**src/rtl/sipq_pkg.sv**
```systemverilog
`timescale 1ns / 1ps
// Shared types and constants for the sorted-insertion min priority queue.
// Used by sipq_cell and sorted_insert_min_priority_queue; depends on nothing.
package sipq_pkg;

  // Width of one stored value.
  localparam int unsigned DATA_W = 32;

  // Operation codes on the mode field; the unused code behaves as a query.
  localparam logic [1:0] MODE_PUSH  = 2'd0;
  localparam logic [1:0] MODE_POP   = 2'd1;
  localparam logic [1:0] MODE_QUERY = 2'd2;

  // Status codes returned with every result item.
  localparam logic [1:0] STATUS_OK         = 2'd0;
  localparam logic [1:0] STATUS_POP_EMPTY  = 2'd1;
  localparam logic [1:0] STATUS_PUSH_FULL  = 2'd2;

  // Head value reported while the queue is empty.
  localparam logic signed [DATA_W-1:0] EMPTY_HEAD = '1;

  // Per-cycle command broadcast to every cell of the chain.
  typedef struct packed {
    logic push;   // insert data_value, queue known not full
    logic pop;    // drop the front entry, queue known not empty
  } sipq_ctl_t;

endpackage

```
**src/rtl/sipq_cell.sv**
```systemverilog
`timescale 1ns / 1ps
// One cell of the sorted shift chain: holds a single entry and decides
// locally whether to keep it, take the new value, or shift. Uses sipq_pkg.
module sipq_cell (
  input  logic                              clk,
  input  sipq_pkg::sipq_ctl_t               ctl,
  input  logic                              occupied,
  input  logic signed [sipq_pkg::DATA_W-1:0] data_value,
  input  logic signed [sipq_pkg::DATA_W-1:0] left_value,
  input  logic                              left_lt,
  input  logic signed [sipq_pkg::DATA_W-1:0] right_value,
  output logic signed [sipq_pkg::DATA_W-1:0] value,
  output logic                              lt
);
  import sipq_pkg::*;

  logic signed [DATA_W-1:0] value_next;

  // An occupied entry strictly smaller than the new value stays in place.
  assign lt = occupied && (value < data_value);

  // Since the chain is ascending, lt is true on a prefix of cells. The first
  // cell outside that prefix takes the new value; the rest shift right.
  always_comb begin
    value_next = value;
    if (ctl.push) begin
      if (lt) begin
        value_next = value;
      end else if (left_lt) begin
        value_next = data_value;
      end else begin
        value_next = left_value;
      end
    end else if (ctl.pop) begin
      value_next = right_value;
    end
  end

  // Entry register; contents are meaningful only below the fill count.
  always_ff @(posedge clk) begin
    value <= value_next;
  end

endmodule

```
**src/rtl/sorted_insert_min_priority_queue.sv**
```systemverilog
`timescale 1ns / 1ps
// Top level of the sorted-insertion min priority queue: a chain of sipq_cell
// instances plus the fill count and the result register. Uses sipq_pkg.

// The queue keeps up to CAPACITY signed 32-bit values in ascending order in a
// chain of cells, one entry per cell. A push is inserted ahead of the first
// entry that is not smaller, so equal values leave in reverse arrival order; a pop
// removes the smallest; a query (or the unused mode code) changes nothing.
// Each input item yields one result item carrying the head after the step
// (-1 when empty), an empty flag, the entry count (modulo 32) and a status.
// Every cell compares against the new value in parallel and the chain shifts
// in the same cycle, so an item is accepted on every clock while the result
// register is free or being emptied: one item per cycle, result in the cycle
// after acceptance. The result register is the only limit on throughput.
module sorted_insert_min_priority_queue #(
  parameter int unsigned CAPACITY = 16
) (
  input  logic                               clk,
  input  logic                               rst,
  input  logic                               in_valid,
  output logic                               in_ready,
  input  logic [1:0]                         mode,
  input  logic signed [sipq_pkg::DATA_W-1:0] data_value,
  output logic                               out_valid,
  input  logic                               out_ready,
  output logic signed [sipq_pkg::DATA_W-1:0] head_value,
  output logic                               is_empty,
  output logic [4:0]                         entry_count,
  output logic [1:0]                         status
);
  import sipq_pkg::*;

  localparam int unsigned CNT_W = $clog2(CAPACITY + 1);

  logic                     in_accept;
  logic                     full;
  logic                     empty;
  sipq_ctl_t                ctl;
  logic [CNT_W-1:0]         count;
  logic [CNT_W-1:0]         count_next;
  logic [1:0]               status_next;
  logic signed [DATA_W-1:0] cell_value [CAPACITY];
  logic                     cell_lt    [CAPACITY];

  // Handshake: the result register frees up as soon as it is taken.
  assign in_ready  = !out_valid || out_ready;
  assign in_accept = in_valid && in_ready;

  assign full  = (count == CNT_W'(CAPACITY));
  assign empty = (count == '0);

  // Decode the operation and its effect on the fill count.
  always_comb begin
    ctl         = '0;
    count_next  = count;
    status_next = STATUS_OK;
    if (in_accept) begin
      unique case (mode)
        MODE_PUSH: begin
          if (full) begin
            status_next = STATUS_PUSH_FULL;
          end else begin
            ctl.push   = 1'b1;
            count_next = count + 1'b1;
          end
        end
        MODE_POP: begin
          if (empty) begin
            status_next = STATUS_POP_EMPTY;
          end else begin
            ctl.pop    = 1'b1;
            count_next = count - 1'b1;
          end
        end
        default: begin
          status_next = STATUS_OK;
        end
      endcase
    end
  end

  // The cell chain. Cell 0 sees a "smaller" left neighbor so it takes the
  // new value whenever its own entry is not smaller; the last cell refills
  // from itself on a pop, which leaves a don't-care entry past the count.
  for (genvar i = 0; i < CAPACITY; i++) begin : g_cell
    logic signed [DATA_W-1:0] left_v;
    logic                     left_l;
    logic signed [DATA_W-1:0] right_v;

    if (i == 0) begin : g_first
      assign left_v = data_value;
      assign left_l = 1'b1;
    end else begin : g_mid
      assign left_v = cell_value[i-1];
      assign left_l = cell_lt[i-1];
    end

    if (i == CAPACITY - 1) begin : g_last
      assign right_v = cell_value[i];
    end else begin : g_inner
      assign right_v = cell_value[i+1];
    end

    sipq_cell u_cell (
      .clk         (clk),
      .ctl         (ctl),
      .occupied    (count > CNT_W'(i)),
      .data_value  (data_value),
      .left_value  (left_v),
      .left_lt     (left_l),
      .right_value (right_v),
      .value       (cell_value[i]),
      .lt          (cell_lt[i])
    );
  end

  // Fill count, result status and output valid.
  always_ff @(posedge clk) begin
    if (rst) begin
      count     <= '0;
      out_valid <= 1'b0;
      status    <= STATUS_OK;
    end else begin
      count <= count_next;
      if (in_accept) begin
        out_valid <= 1'b1;
        status    <= status_next;
      end else if (out_ready) begin
        out_valid <= 1'b0;
      end
    end
  end

  // The state only moves on acceptance, so the result reads it directly.
  assign is_empty    = empty;
  assign head_value  = empty ? EMPTY_HEAD : cell_value[0];
  assign entry_count = 5'(count);

  // The fill count never passes the capacity.
  a_count_bound: assert property (@(posedge clk) disable iff (rst)
    count <= CNT_W'(CAPACITY))
    else $error("fill count above capacity");

  // A push that is not dropped adds exactly one entry.
  a_push_grows: assert property (@(posedge clk) disable iff (rst)
    (in_accept && mode == MODE_PUSH && !full) |=> count == $past(count) + 1'b1)
    else $error("push did not add one entry");

  // A push is flagged as dropped only when the queue was full.
  a_full_flag: assert property (@(posedge clk) disable iff (rst)
    (out_valid && status == STATUS_PUSH_FULL) |-> full)
    else $error("push-full status with room left");

  // A pop is flagged as ignored only when the queue is empty.
  a_empty_flag: assert property (@(posedge clk) disable iff (rst)
    (out_valid && status == STATUS_POP_EMPTY) |-> empty)
    else $error("pop-empty status on a non-empty queue");

endmodule

```
**config.mk**
```make
export PLATFORM = sky130hd
export DESIGN_NAME = sorted_insert_min_priority_queue
export DESIGN_NICKNAME = d
export VERILOG_FILES = /design/src/rtl/sipq_pkg.sv /design/src/rtl/sipq_cell.sv /design/src/rtl/sorted_insert_min_priority_queue.sv
export SDC_FILE = /design/constraint.sdc
export NUM_CORES = 2
export LEC_CHECK = 0
export CAP_MARGIN = 25
export CORE_MARGIN = 1
export CORE_UTILIZATION = 30
export DETAILED_ROUTE_END_ITERATION = 10
export DONT_BUFFER_PORTS = 1
export SLEW_MARGIN = 40
export SYNTH_ARGS = -nofsm -noshare
export SYNTH_HDL_FRONTEND = slang
export SYNTH_SLANG_ARGS = --single-unit
```
**constraint.sdc**
```tcl
create_clock -name clk -period 15.45 [get_ports clk]
set_input_delay 2.3175 -clock clk [delete_from_list [all_inputs] [get_ports clk]]
set_output_delay 2.3175 -clock clk [all_outputs]
set_load 0.01 [all_outputs]
```
# After elaboration in Yosys (flattened, before gate mapping)
# Cells that the tools add are included.
dict set report totals {
  ramBits 0
  mem_count 0
  elab_cells 188
  ff_bits 520
  latchBits 0
  input_bits 38
  rom_bits 0
}
dict set report op_classes {
  n_mux 74
  n_reduce_logical 41
  addsub 2
  div 0
  shifts 0
  n_bitwise 1
  n_eq_ne 19
  n_lt_le_gt_ge 32
  mul 0
}
# cell count
set op_table {}
lappend op_table {{$mux 32} 61}
lappend op_table {{$lt 32x32->1} 16}
lappend op_table {{$gt 5x4->1 const B} 8}
lappend op_table {{$ne 2x2->1 const B} 17}
lappend op_table {{$reduce_and 2->1} 16}
lappend op_table {{$gt 5x3->1 const B} 4}
lappend op_table {{$logic_and 1x1->1} 17}
lappend op_table {{$gt 5x1->1 const B} 2}
lappend op_table {{$gt 5x2->1 const B} 2}
lappend op_table {{$mux 5} 2}
lappend op_table {{$pmux 5 s2} 1}
lappend op_table {{$mux 1} 7}
lappend op_table {{$reduce_bool 2->1} 3}
lappend op_table {{$add 5x1->5 const B} 1}
lappend op_table {{$eq 5x5->1 const B} 1}
lappend op_table {{$logic_not 5->1} 1}
lappend op_table {{$sub 5x1->5 const B} 1}
lappend op_table {{$mux 2} 2}
lappend op_table {{$pmux 2 s2} 1}
lappend op_table {{$reduce_and 4->1} 1}
lappend op_table {{$eq 2x1->1 const B} 1}
lappend op_table {{$logic_not 2->1} 1}
lappend op_table {{$logic_not 1->1} 1}
lappend op_table {{$logic_or 1x1->1} 1}
lappend op_table {{$not 1->1} 1}

# Depth between registers and ports, before layout
dict set report depth {
  depth_word 6
  ltp_mapped 11
}

# Modules after synthesis
# From an unflattened synthesis, not the netlist that was laid out.
dict set report unflattened {
  hier_cells 4243
  hier_area_um2 39775.6
}
# mod seq_area_each_um2 instances cells_per_inst area_each_um2
set modules_own_cells {}
lappend modules_own_cells {sipq_cell 960.9 16 257 2429.8}
lappend modules_own_cells {sorted_insert_min_priority_queue 160.2 1 131 898.4}

# Worst setup path after synthesis
# OpenSTA, ideal clock, no wires.
dict set report synth_timing {
  path_type {input to register}
  from {in data_value[17] (netlist bit)}
  to {reg g_cell[2].u_cell.value[0] (netlist bit), enable pin}
  t_arrival_ns 6.807
  setup_time_ns 0.470
  path_stages 9
  setup_slack_ns 8.173
  required_time_ns 14.980
  n_path_buf 1
  path_cell_list {inv_1 ha_1 a21oi_1 o21ai_0 a221o_1 a2111o_1 o21a_1 clkbuf_1 o31ai_1}
}
dict set report synth_via {
  elab_chain_cells 4
}
# item line
set synth_lines {}
lappend synth_lines {{start, declared} sorted_insert_min_priority_queue.sv:23} ;# input logic signed [sipq_pkg::DATA_W-1:0] data_value,
lappend synth_lines {{$lt 32x32->1} sipq_cell.sv:20} ;# assign lt = occupied && (value < data_value);
lappend synth_lines {{$logic_and 1x1->1} sipq_cell.sv:20}
lappend synth_lines {{$ne 2x2->1 (no source line)} n/a}
lappend synth_lines {{$reduce_and 2->1 (no source line)} n/a}
lappend synth_lines {{end signal, assigned} sipq_cell.sv:41} ;# value <= value_next;
lappend synth_lines {{end, declared} sipq_cell.sv:12} ;# output logic signed [sipq_pkg::DATA_W-1:0] value,
# No other way between the ends.
# A chain may end at the register's enable or synchronous reset.

# Worst setup path in the final report
dict set report layout_timing {
  from {in data_value[1] (netlist bit)}
  to {reg g_cell[4].u_cell.value[3] (netlist bit), enable pin}
}
dict set report layout_via {
  elab_chain_cells 4
}
# item line
set layout_lines {}
lappend layout_lines {{$lt 32x32->1} sipq_cell.sv:20}
lappend layout_lines {{$logic_and 1x1->1} sipq_cell.sv:20}
lappend layout_lines {{$ne 2x2->1 (no source line)} n/a}
lappend layout_lines {{$reduce_and 2->1 (no source line)} n/a}
lappend layout_lines {{end signal, assigned} sipq_cell.sv:41}
lappend layout_lines {{end, declared} sipq_cell.sv:12}
# No other way between the ends.

==> metrics list <==
- TritonCTS created 59 clock buffers.
- For this block, the initial DRC count from the detailed router was about 4,800.
- The initialized floorplan defines between 100 and 150 standard-cell rows.
* Total global routing overflow: 0
- Overall die height: approximately 360 um
- Core outline area: 130,000 sq um
* Final design area excluding fillers: around 44,000 sq um
- The max-slew violation count came to 0.
- Number of antenna violations at the first check in global routing: 2
- Sum of negative setup slack: 0 ns
- The final layout contains roughly 4,700 nets.
- ANT nets after route: 0
- Number of global-route vias before repair: between 30,000 and 40,000
- Along the worst path, the maximum fanout reaches 33.
- The congestion estimate from routability-driven global placement came to 0.943.
- From synthesis to final layout, the design area changed by 11.6%.
- In this run, flip-flops and latches consume 42.7% of the power.
* Required @ worst endpoint: roughly 16 ns
- Transition time of the tightest slew-check pin: approximately 0.91 ns
* # IOs: 80
- In this run the deepest clock path goes through 3 buffers.
- CTS placed an instance of clkbuf_16 at the clock tree root.
- The worst-case IR drop observed on VDD is ~0.08 mV.
- Leak pwr: approximately 17 nW
- In the final layout, the share of cells above drive strength 1 is 8.55%.
- The number of different library cells used by synthesis comes to 68.
- Flop and latch count out of synthesis: 520
- Total of cells resized after clock tree synthesis: 0
* Data arrival at the endpoint of the critical path: approximately 6.0 ns
* Synthesized cell area: 39,400 sq um
* Count of maximum capacitance violations: 0
- Entering global routing, the biggest net connects just under 200 pins.
- The first global-routing pass estimated about 230,000 um of wire.
* RSZ-0062 raised after global routing: false
- Part of the power in combinational logic: between 10% and 20%
- The worst setup path is launched from an input pin.
* Final setup violation count: 0
* Uppermost layer routed: met4
- Hold is met by approximately 0.55 ns.
- Post-Synthesis Mean Instance Area: 9.22 sq um
* Setup CP Type: input pin to register
- Power spread over the standard cell area amounts to around 90 nW/um^2.
* Routed length per instance: roughly 26 um
- The number of hold violations in the final report was 0.
- Headroom to the max-slew limit came out at 38.6%.
- For this configuration, the core starts out at a cell density of between 30% and 40%.
- Number of flops mapped to enable cells by yosys: around 500
- Total of hold buffers inserted after clock tree synthesis: 0
- After layout, the worst path uses between 30% and 40% of the clock period.
* Highest clock frequency the design can meet: ~180 MHz
* Internal power: 2.82 mW
- Clock transition at path regs: ~0.060 ns
- Gate Count Post-Synth: approximately 4,300
- Status: finished clean
- Via-to-Cell Ratio: around 6
* Number of buffers added on ports: 0
* Overall via count from detail_route: around 36,000
* CTS tree: yes
* Mapped Nets: about 4,800
- The clock network accounts for between 30% and 40% of the total power.
- In the final layout, the multi-input gates occupy roughly 23,000 sq um.
- Capturing point of the worst reg2reg path: g_cell[8].u_cell.value[2]$_DFFE_PP_
- Registers take roughly 16,000 sq um.
* Switch Pwr: roughly 1.2 mW
- Worst hold path type: register to register
- Before antenna repair, the detailed router went through 6 iterations.
- Termination of the worst setup path: g_cell[4].u_cell.value[3]$_DFFE_PP_
* R2r worst-path depth: 11
- Detailed Place HPWL: approximately 110,000 um
* Post-Route M1 WL: roughly 63,000 um
* Worst clock skew: between 0.02 and 0.025 ns
- Slack of the worst reg-to-reg path: ~11 ns
* Floorplan die area: ~130,000 sq um
- Wire segments on met3 add up to 14,000 um in the final route.
- Once the clock tree was built, the setup fixing pass inserted 0 buffers.
- Async set or reset register ratio after synthesis: 0%
- The worst setup path is captured at a register.
* Crit path from: data_value[1]
- Horizontal extent of the die: 364 um
- Of the total power, the share spent switching nets is 30.5%.
- Clock insertion delay at the later pin of the skew report: 0.68 ns
* Reg-to-reg startpoint: entry_count[1]$_SDFFE_PP0P_
* Max H-tree Level: 2
- Residual DRC: 0
- Ys Warns: 0
- Commonest register cell after synthesis: edfxtp_1
* Min Clock Period, post-route: about 5.7 ns
- Count of clock tree sinks: 520
* Wirelength, routed: ~150,000 um
- Standard cell area after detailed placement: 41,800 sq um
* Sequential area share after synthesis: 39.4%
- In the global route stage, overall resource usage came out at 22.2%.
- Summed over all nets, wire length on met2 after detailed routing comes to ~67,000 um.
* Fill count: 13,227
[final cells by class]
| type | count | area share (%) |
|---|---|---|
| Sequential cell | 520 | 35.3 |
| Inverter | 48 | 0.410 |
| Clock buffer | 68 | 3.48 |
| Timing Repair Buffer | 121 | 2.42 |
| Clock inverter | 41 | 1.35 |
| Multi-Input combinational cell | 3388 | 52.1 |
| Tap cell | 1742 | 4.96 |
| Antenna cell | 1 | 0.00569 |
[per-stage QoR]
stage / instances / worst slack [ns] / power, mW / utilization, %
finish: 5929 / 9.80 / 4.06 / 33.8
detailed placement: 5817 / 9.25 / 2.47 / 32.1
global route: 5929 / 9.73 / 4.19 / 33.8
CTS: 5926 / 9.95 / 4.06 / 33.8
global placement: 5805 / 8.56 / 2.44 / 32.0
floorplan: 4273 / 8.17 / 2.20 / -
[cell usage after synthesis, drive strengths merged (48+ instances only)]
cell    count  share of area (%)
inv        48               0.46
a21oi     152                1.9
o211ai    176                3.7
o21ai     374                4.7
nand2b     61               0.97
nand4     432                6.9
edfxtp    512                 39
nor2      172                1.6
clkbuf    287                2.7
nand3     416                5.3
nand2     564                5.4
and2       70                1.1
a31oi      67                1.1
a21o       74                1.4
ha        501                 16
o31ai      75                1.4
[worst min-delay path by stage]
stage                                         start                                  end  slack [ns]  cells after the start
2_1_floorplan  g_cell[10].u_cell.value[0]$_DFFE_PP_  g_cell[9].u_cell.value[0]$_DFFE_PP_        0.53                      2
3_3_place_gp                 status[0]$_SDFFE_PP0P_               status[0]$_SDFFE_PP0P_        0.54                      2
3_5_place_dp                 status[0]$_SDFFE_PP0P_               status[0]$_SDFFE_PP0P_        0.55                      2
4_1_cts                      status[0]$_SDFFE_PP0P_               status[0]$_SDFFE_PP0P_        0.56                      2
5_1_grt                      status[0]$_SDFFE_PP0P_               status[0]$_SDFFE_PP0P_        0.59                      2
6_report                     status[0]$_SDFFE_PP0P_               status[0]$_SDFFE_PP0P_        0.55                      2
[metal layers]
layer  up-vias  global-route usage (%)
li1      16324                       -
met2      2108                    34.4
met4         0                    9.73
met3       312                    3.33
met5         -                       0
met1     17754                    30.3
[cell families after synthesis]
group           count (synthesis)  synth area share (%)
simple gates                 1807                  22.9
compound gates               1042                  17.1
flops                         520                  39.4
fa+ha+maj                     501                  15.9
buf+inv                       365                  3.62
mux                            34                 0.965
xor+xnor                        4                0.0889
[cells in the final DEF (no fill, tap or decap), types with 70 or more instances in the layout]
master,count
nand2_1,563
edfxtp_1,512
ha_1,501
nand4_1,432
nand3_1,416
o21ai_0,336
nor2_1,150
a21oi_1,148
o211ai_1,146
buf_4,103
a21o_1,74
and2_1,70
[power by group through the flow]
| stage | clock [mW] | combinational [mW] | sequential, mW |
|---|---|---|---|
| final | 1.60 | 0.727 | 1.73 |
| after global routing | 1.66 | 0.793 | 1.74 |
| after CTS | 1.62 | 0.710 | 1.73 |
| after detailed placement | 0 | 0.708 | 1.76 |
| after global placement | 0 | 0.684 | 1.76 |
| after floorplan | 0 | 0.473 | 1.72 |
[state kept, by name (all words and copies together) (netlist names)]
name / cells
entry_count: 5
g_cell.u_cell.value: 512
out_valid: 1
status: 2
[worst max-delay path, stage by stage]
cell      delay, ns
inv_1          0.43
buf_4          0.33
ha_1           0.26
a2111o_1       0.37
a41oi_1        0.48
a21boi_1       0.38
o21a_2         0.31
buf_4          0.27
o31ai_4        0.26
buf_4          0.49
Note: power is estimated with default switching activity, not from simulation.
